`src/rtl/core/grid_bfs_shortest_path_unit_macros.svh`:
```
// Assertion macros shared by the grid maze solver RTL.
`ifndef GRID_BFS_SHORTEST_PATH_UNIT_MACROS_SVH
`define GRID_BFS_SHORTEST_PATH_UNIT_MACROS_SVH
`ifndef SYNTH
`define GBSP_ASSERT_IMPL(label, clk, rst_n, ante, cons) \
  label: assert property (@(posedge clk) disable iff (!rst_n) (ante) |-> (cons)) \
    else $error("%m: assertion failed");
`define GBSP_ASSERT_NEXT(label, clk, rst_n, ante, cons) \
  label: assert property (@(posedge clk) disable iff (!rst_n) (ante) |=> (cons)) \
    else $error("%m: assertion failed");
`else
`define GBSP_ASSERT_IMPL(label, clk, rst_n, ante, cons)
`define GBSP_ASSERT_NEXT(label, clk, rst_n, ante, cons)
`endif
`endif

```
`src/rtl/core/gbsp_ram.sv`:
```
module gbsp_ram #(
  parameter int WIDTH = 8,
  parameter int DEPTH = 16
) (
  input  logic                     clk,
  input  logic                     we,
  input  logic [$clog2(DEPTH)-1:0] waddr,
  input  logic [WIDTH-1:0]         wdata,
  input  logic [$clog2(DEPTH)-1:0] raddr,
  output logic [WIDTH-1:0]         rdata
);
  logic [WIDTH-1:0] mem [DEPTH];

  always_ff @(posedge clk) begin
    if (we) begin
      mem[waddr] <= wdata;
    end
    rdata <= mem[raddr];
  end
endmodule

```
`config.mk`:
```
export PLATFORM = sky130hd
export DESIGN_NAME = gbsp_ram
export DESIGN_NICKNAME = d
export VERILOG_FILES = /design/src/rtl/core/grid_bfs_shortest_path_unit_macros.svh /design/src/rtl/core/gbsp_ram.sv
export SDC_FILE = /design/constraint.sdc
export NUM_CORES = 1
export LEC_CHECK = 0
export BUFFER_PORTS_ARGS = -buffer_cell sky130_fd_sc_hd__buf_4
export CORE_ASPECT_RATIO = 1.2
export CORE_MARGIN = 5
export CORE_UTILIZATION = 28
export DETAILED_ROUTE_END_ITERATION = 10
export GPL_TIMING_DRIVEN = 0
export PLACE_DENSITY = 0.46
export SETUP_SLACK_MARGIN = 0.02
export SYNTH_ARGS = -nofsm -noshare
export SYNTH_HDL_FRONTEND = slang
export SYNTH_SLANG_ARGS = --single-unit
```
`constraint.sdc`:
```
create_clock -name clk -period 3.15 [get_ports clk]
set_input_delay 0.7875 -clock clk [delete_from_list [all_inputs] [get_ports clk]]
set_output_delay 0.7875 -clock clk [all_outputs]
set_load 0.01 [all_outputs]
```
==> metrics.yaml, run 1 <==
cts.htree.levels: 4
period_share: 0.658
max_stage_delay_ps: 670
syn-num-nets: 247
die_x_um: 134
syn_avg_cell_area_um2: 22.5
crit_family: "simple AND/OR/NAND/NOR gates"
finalCriticalPeriod_ps: 2070
mostFrequentLayoutCell: "edfxtp_1"
vias_per_cell: 4.69
worstPathArrival_ps: 2100
postSynthCellCount: 229
pin_count: 26
reg2reg_depth: 3
drv_cap: 0
critical_path_class: "input port to flip-flop"
cts.sinks: 136
rrSetupSlack_ps: 1640
path_max_fanout: 8
tritoncts: "done"
timing.rr.end: "rdata[1]$_DFF_P_"
hpwl_um: 7200
antenna_left: 0
clockRootBuffer: "clkbuf_16"
routedWlPerCell_um: 21.7
wl_met3_um: 592
drt_iter0_markers: 168
crit_chain: "buf_4 -> or3b_2 -> nor2_1"
clkPwrFrac: 0.419
hp-start: "mem[12][2]$_DFFE_PP_"
crit_path_start_kind: "input port"
grt_use_total: 0.113
ys.warnings.count: 0
fp-row-count: 54
worstPathRequired_ps: 3180
cts_hold_buf: 0
switching_share: 0.202
clkTransAtPathRegs_ps: 50
antenna_found_initial: 0
wl_met1_um: 4910
place.gp.congestion: 0.811
worst_skew_pair.late_latency_ps: 400
p_sw_uw: 783
p_leak_uw: 0.00200
cts_resized: 0
end_kind: "flip-flop"
mostFrequentLayoutCells: "128 x edfxtp_1, 25 x buf_4, 18 x mux4_2"
worstHoldEndpoint: "rdata[2]$_DFF_P_"
area_growth_pct: 18.5
n_fill_cell: 1731
wl_met2_um: 5390
r2r-start: "mem[1][1]$_DFFE_PP_"
cpMaxStageDelayCell: "nor2_1"
critical_path_buf_inv_count: 1
setup_violations: 0
cts_buffers: 17
vdd_drop_max_mv: 0.352
power.density_nw_per_um2: 634
die_area_um2: 21200
relSlewSlack: 0.427
drive_gt1_frac: 0.272
dieHeight_um: 159
grt_start_max_net_pins: 17
fin_ws_ps: 1080
final_nets: 291
pre_cts_slack_ps: 211
grt_overflow: 0
ys_types: 19
whs_path_depth: 3
synth_seq_area_share: 0.778
grt_pass1_vias: 2605
power_frac_seq: 0.526
drcViolationCount: 0
rsz0062_at_grt: "no"
core_area_um2: 18100
top_layer_used: "met4"
port_buffers: 24
clock_skew_ps: 4.98
hp-class: "flip-flop to flip-flop"
netlist_area_um2: 5150
p_int_uw: 3090
post-cts-setup-buffers: 0
wl_um: 11000
hold_violations: 0
worst_pin_slew_ps: 856
antenna_cells: 0
start_util: 0.284
status: "completed"
vias: 2380
grt_pass1_wl_um: 16500
tns_ps: 0
max-clock-path-buffers: 2
yosys_register_bits: 136
slew_violations: 0
max_freq_ghz: 0.483
pwr-share-comb: 0.055
drt_pass1_iterations: 4
==> worst register-to-register path, stage by stage (launching register included) <==
cell	delay, ps
edfxtp_1	360
mux4_1	560
a22oi_1	350
nand2_1	120
==> worst max path at each step <==
stage / endpoint / slack (ps) / cells past startpoint / from
after floorplan: mem[0][0]$_DFFE_PP_ / 870 / 2 / waddr[2]
after global placement: mem[0][1]$_DFFE_PP_ / 230 / 3 / waddr[2]
after detailed placement: mem[0][1]$_DFFE_PP_ / 210 / 3 / waddr[2]
after CTS: mem[0][1]$_DFFE_PP_ / 660 / 3 / waddr[2]
after global routing: mem[3][1]$_DFFE_PP_ / 1030 / 3 / waddr[2]
final: mem[2][4]$_DFFE_PP_ / 1080 / 3 / waddr[2]
==> through the flow <==
stage | hold slack, ps | util | total power [µW] | cells | instance area (µm²)
final | 701 | 0.337 | 3870 | 507 | 6100
after global routing | 702 | 0.337 | 4040 | 507 | 6100
after CTS | 693 | 0.336 | 3930 | 507 | 6090
after detailed placement | 701 | 0.310 | 2290 | 478 | 5620
after global placement | 670 | 0.310 | 2290 | 477 | 5610
after floorplan | 629 | - | 2180 | 229 | 5150
==> kinds of logic after synthesis <==
| family | synth area share |
|---|---|
| muxes | 0.150 |
| DFF | 0.778 |
| and+or+nand+nor | 0.0318 |
| AOI/OAI and AO/OA | 0.0233 |
| buffers and inverters | 0.0168 |
==> power groups by stage <==
stage               Sequential [µW]  Clock [µW]  Combinational, µW
finish                         2030        1620                215
global route                   2040        1760                233
CTS                            2030        1670                222
detailed placement             2070           0                221
global placement               2070           0                218
floorplan                      2080           0                103
==> state kept, by name, indices dropped and copies added (netlist names) <==
| register | flops |
|---|---|
| rdata | 8 |
| mem | 128 |
==> per-layer routing <==
metal / track usage / up-vias
met5: 0 / -
met2: 0.177 / 67
met3: 0.0345 / 11
li1: - / 1060
met4: 0.0441 / 0
met1: 0.147 / 1242
==> synth_stat cells <==
cell / n / area, µm²
or3b_2: 1 / 8.76
mux4_2: 18 / 405
nand2_1: 9 / 33.8
edfxtp_1: 128 / 3840
buf_4: 1 / 7.51
dfxtp_1: 8 / 160
buf_2: 3 / 15.0
nor3_1: 4 / 20.0
nor2b_1: 1 / 6.26
nand2b_1: 2 / 12.5
nand3_1: 1 / 5.00
a22oi_1: 16 / 120
and2_1: 1 / 6.26
clkdlybuf4s25_2: 3 / 30.0
buf_6: 3 / 33.8
nand3b_1: 2 / 15.0
nor2_1: 13 / 48.8
and2b_1: 1 / 7.51
mux4_1: 14 / 368
==> layout make-up <==
class / instances / area (µm²) / area share
buffer: 10 / 86.3 / 0.0141
clock buffer: 20 / 437 / 0.0716
timing repair buffer: 25 / 185 / 0.0303
clock inverter: 9 / 37.5 / 0.00615
multi-input combinational: 83 / 1070 / 0.176
sequential: 136 / 4000 / 0.656
tap: 224 / 280 / 0.0459
(Power assumes the default switching activity.)
==> run 2: changes to the inputs <==
clock period = 2 ns   (was 3.15 ns; I/O delays follow)
==> run 2 against run 1 <==
Sequential power increased by 58%. Sequential cell count unchanged. Count of clock-buffer cells in the layout rose by 9. Sequential share of layout area decreased by 0.71 points. Clock skew up 1.2 ps. Cell count rose by 0.39%. Utilization increased by 0.37 points. Clock power is 76% higher. Wire length increased by 2.7%. Global-route usage rose by 0.069 points. Worst hold slack worse by 270 ps. Total power increased by 65%. Critical endpoint is now mem[4][2]$_DFFE_PP_. Largest cell class unchanged.
==> metrics.yaml, run 2 (same netlist as run 1, synthesis figures left out) <==
max_freq_ghz: 0.542
crit_chain: "buf_4 -> nand3b_1 -> nor3_1"
cts.sinks: 136  # unchanged
antenna_found_initial: 0  # unchanged
antenna_left: 0  # unchanged
clkTransAtPathRegs_ps: 50  # about the same
worstPathArrival_ps: 1860  # -240 ps
crit_path_start_kind: "input port"
p_leak_uw: 0.00203  # +1.6%
grt_overflow: 0  # unchanged
pre_cts_slack_ps: -340  # -551 ps
power.density_nw_per_um2: 1040  # +64%
area_growth_pct: 19.8
relSlewSlack: 0.114  # -0.313
setup_violations: 0  # unchanged
antenna_cells: 0  # unchanged
vias_per_cell: 4.73  # +0.78%
final_nets: 290  # -0.34%
slew_violations: 0  # unchanged
die_area_um2: 21200  # unchanged
cpMaxStageDelayCell: "nor3_1"
status: "completed"
dieHeight_um: 159  # unchanged
path_max_fanout: 8  # unchanged
grt_pass1_vias: 2572  # -1.3%
hpwl_um: 7260  # +0.80%
vdd_drop_max_mv: 0.847  # +140%
mostFrequentLayoutCell: "edfxtp_1"
mostFrequentLayoutCells: "128 x edfxtp_1, 25 x buf_4, 18 x mux4_2"
fin_hold_ws_ps: 430  # -271 ps
crit_cells: 3  # unchanged
routedWlPerCell_um: 22.2  # +2.3%
port_buffers: 24  # unchanged
tritoncts: "done"
largest_reg_flops: 128  # unchanged
wl_um: 11300  # +2.7%
drive_gt1_frac: 0.288  # +0.0156
cts.htree.levels: 4  # unchanged
fp-row-count: 54  # unchanged
max-clock-path-buffers: 2  # unchanged
period_share: 0.922
worst_pin_slew_ps: 1320  # +463 ps
n_fill_cell: 1713  # -1.0%
critical_path_buf_inv_count: 1  # unchanged
grt_start_max_net_pins: 17  # unchanged
end_kind: "flip-flop"
clockRootBuffer: "clkbuf_16"
biggestRegsByFlops: "mem: 128 flops, rdata: 8 flops"
drv_cap: 0  # unchanged
dp.cells: 477  # -0.21%
post-cts-setup-buffers: 0  # unchanged
clock_skew_ps: 6.22  # +1.24 ps
cts_hold_buf: 0  # unchanged
drt_iter0_markers: 198  # +18%
critical_path_class: "input port to flip-flop"
max_stage_delay_ps: 1020  # +350 ps
cts_resized: 0  # unchanged
rsz0062_at_grt: "no"
vias: 2408  # +1.2%
hp-class: "input port to flip-flop"
place.gp.congestion: 0.786  # -3.1%
die_x_um: 134  # unchanged
grt_pass1_wl_um: 16600  # +0.63%
pin_count: 26  # unchanged
crit_family: "simple AND/OR/NAND/NOR gates"
worstPathRequired_ps: 2020  # -1160 ps
core_area_um2: 18100  # unchanged
fin_ws_ps: 157  # -921 ps
drcViolationCount: 0  # unchanged
reg2reg_depth: 3  # unchanged
p_total_uw: 6400  # +65%
cts_buffers: 17  # unchanged
start_util: 0.284  # unchanged
hold_violations: 0  # unchanged
multi_input_comb_area_um2: 1070  # unchanged
worst_skew_pair.late_latency_ps: 410  # about the same
regArea_um2: 4000  # unchanged
grt_use_total: 0.113  # +0.000690
drt_pass1_iterations: 4  # unchanged
final_core_util: 0.341  # +0.00366
regMostFlops: "mem"
whs_path_depth: 1  # -2
finalCriticalPeriod_ps: 1840
final_cells: 509  # +0.39%
-- run 2: final timing paths --
path	from	endpoint	slack, ps
setup / recovery	waddr[3]	mem[4][2]$_DFFE_PP_	160
hold / removal	wdata[5]	mem[7][5]$_DFFE_PP_	430
setup reg to reg	mem[1][2]$_DFFE_PP_	rdata[2]$_DFF_P_	440
hold reg to reg	mem[15][0]$_DFFE_PP_	rdata[0]$_DFF_P_	680
-- run 2: final cells by class --
class                   instances  share of cell area
clock buffers                  29              0.0860
flip-flops and latches        136               0.649
repair buffers                 24              0.0292
well taps                     224              0.0454
plain buffers                  10              0.0140
multi-input cells              83               0.174
clock inverters                 3             0.00243
-- run 2: worst reg2reg max path, delay by kind of cell, from the launching register on --
family,cells,cell delay (ps)
compound gates,1,330
flops,1,360
mux,1,580
simple gates,1,150
-- run 2: report_power, final --
part           switching (µW)  internal, µW  total, µW
sequential               15.1          3190       3200
clock                    1070          1780       2850
combinational             197           146        343
total                    1280          5110       6400
-- run 2: metal layers --
metal	part of all wire	up-vias	global-route usage
li1	-	1055	-
met1	0.45	1268	0.150
met2	0.48	72	0.178
met3	0.057	13	0.0354
met4	0.012	0	0.0382
met5	0	-	0
-- run 2: per-stage QoR --
step / TNS [ps] / instance area (µm²)
after global routing: 0 / 6170
final: 0 / 6170
after global placement: -15530 / 5610
after detailed placement: -10170 / 5620
after CTS: 0 / 6170
after floorplan: 0 / 5150
==> run 3: changes to the inputs <==
clock period = 1.72 ns   (was 2 ns; I/O delays follow)
==> run 3 against run 2 <==
The flow now finishes with violations (setup timing). Register-to-register slack worse by 220 ps. Clock power up 16%. Global-route usage about the same. Wire length about the same. Sequential power up 17%. Final area up 0.12%. Cell count unchanged. Clock skew down 1.0 ps. Combinational power up 17%. Via count down 0.79%.
==> metrics.yaml, run 3 (same netlist as run 1, synthesis figures left out) <==
max-clock-path-buffers: 2  # unchanged
cts_buffers: 17  # unchanged
crit_path_start_kind: "input port"
rrSetupSlack_ps: 220  # -220 ps
routedWlPerCell_um: 22.2  # about the same
end_kind: "flip-flop"
finalCriticalPeriod_ps: 1730
period_share: 1.00
antenna_found_initial: 0  # unchanged
power.density_nw_per_um2: 1200  # +16%
setup_violations: 8  # +8
timing.rr.end: "rdata[2]$_DFF_P_"
fin_ws_ps: -6.31  # -163 ps
dieHeight_um: 159  # unchanged
clock_skew_ps: 5.23  # -0.998 ps
drcViolationCount: 0  # unchanged
fin_hold_ws_ps: 357  # -73.4 ps
drt_iter0_markers: 172  # -13%
critical_path_class: "input port to flip-flop"
reg2reg_depth: 3  # unchanged
r2r-start: "mem[1][2]$_DFFE_PP_"
vias_per_cell: 4.69  # -0.79%
post-cts-setup-buffers: 0  # unchanged
hpwl_um: 7260  # unchanged
drv_cap: 0  # unchanged
violations: "setup timing"
grt_start_max_net_pins: 17  # unchanged
grt_pass1_vias: 2575  # +0.12%
drive_gt1_frac: 0.295  # +0.00702
port_buffers: 24  # unchanged
biggestRegsByFlops: "mem: 128 flops, rdata: 8 flops"
wl_um: 11300  # about the same
relSlewSlack: 0.426  # +0.312
p_leak_uw: 0.00203  # about the same
drt_pass1_iterations: 4  # unchanged
grt_use_total: 0.114  # +0.000273
hold_violations: 0  # unchanged
cts.htree.levels: 4  # unchanged
final_nets: 290  # unchanged
dp.cells: 477  # unchanged
tns_ps: -34.6  # -34.6 ps
place.gp.congestion: 0.786  # unchanged
clockRootBuffer: "clkbuf_16"
worst_skew_pair.late_latency_ps: 400  # about the same
largest_reg_flops: 128  # unchanged
antenna_left: 0  # unchanged
slew_violations: 0  # unchanged
clkTransAtPathRegs_ps: 60  # about the same
grt_pass1_wl_um: 16700  # +0.54%
vias: 2389  # -0.79%
pre_cts_slack_ps: -550  # -210 ps
start_util: 0.284  # unchanged
final_cells: 509  # unchanged
mostFrequentLayoutCell: "edfxtp_1"
hp-class: "input port to flip-flop"
max_freq_ghz: 0.579
worst_pin_slew_ps: 858  # -461 ps
core_area_um2: 18100  # unchanged
worstPathArrival_ps: 1760  # -100 ps
vdd_drop_max_mv: 0.985  # +16%
worstHoldEndpoint: "mem[3][3]$_DFFE_PP_"
dpl_cell_area_um2: 5620  # unchanged
fp-row-count: 54  # unchanged
die_x_um: 134  # unchanged
worstPathRequired_ps: 1750  # -270 ps
area_growth_pct: 20.0
grt_overflow: 0  # unchanged
whs_path_depth: 1  # unchanged
tritoncts: "done"
mostFrequentLayoutCells: "128 x edfxtp_1, 25 x buf_4, 18 x mux4_2"
rsz0062_at_grt: "yes"
path_max_fanout: 8  # unchanged
die_area_um2: 21200  # unchanged
fin_area_um2: 6180  # +0.12%
antenna_cells: 0  # unchanged
status: "finished, violations left"
regMostFlops: "mem"
pin_count: 26  # unchanged
cts.sinks: 136  # unchanged
hp-start: "wdata[3]"
run 3: cell count changes in the layout (fill, tap and decap cells not counted):
cell	delta
nor2_2	+1
nor3_2	+1
nor2_1	-1
nor3_1	-1
run 3: cell type report:
type | count | area, µm²
timing repair buffer | 24 | 180
clock buffer | 29 | 531
fill | 1715 | 11900
multi-input combinational | 83 | 1080
clock inverter | 3 | 15.0
sequential | 136 | 4000
buffer | 10 | 86.3
tap | 224 | 280
run 3: worst max-delay path by stage:
| stage | slack [ps] | startpoint | endpoint | depth (start not counted) |
|---|---|---|---|---|
| final | -6 | waddr[2] | mem[1][1]$_DFFE_PP_ | 3 |
| after global routing | -60 | waddr[2] | mem[1][1]$_DFFE_PP_ | 3 |
| after CTS | -20 | waddr[2] | mem[2][5]$_DFFE_PP_ | 3 |
| after detailed placement | -550 | waddr[3] | mem[4][7]$_DFFE_PP_ | 3 |
| after global placement | -660 | waddr[2] | mem[8][0]$_DFFE_PP_ | 3 |
| after floorplan | 20 | waddr[2] | mem[3][0]$_DFFE_PP_ | 2 |
run 3: metrics by stage:
step / power [µW] / utilization
5_1_grt: 7690 / 0.341
4_1_cts: 7510 / 0.341
6_report: 7440 / 0.341
3_5_place_dp: 4200 / 0.311
2_1_floorplan: 3990 / -
3_3_place_gp: 4190 / 0.310
run 3: timing repair:
item                       4_1_cts  5_1_grt
pin swaps                        0        0
hold endpoints to repair         0        0
resized for setup                1        1
setup endpoints to repair       32       32
hold buffers                     0        0
run 3: power by group:
| part | leakage (µW) | switching, µW | internal (µW) | total (µW) |
|---|---|---|---|---|
| Combinational | 0.000539 | 229 | 170 | 400 |
| Clock | 0.000271 | 1250 | 2070 | 3320 |
| Sequential | 0.00122 | 17.6 | 3710 | 3730 |
run 3: routing by layer:
layer | vias to the layer above | GRT usage | wire [µm]
li1 | 1054 | - | -
met1 | 1255 | 0.150 | 5040
met2 | 70 | 0.179 | 5460
met3 | 10 | 0.0354 | 701
met4 | 0 | 0.0382 | 106
met5 | - | 0 | 0
run 3: worst max-delay path: stages:
cell and delay (ps):
buf_4 130, or3b_2 520, nor2_1 680
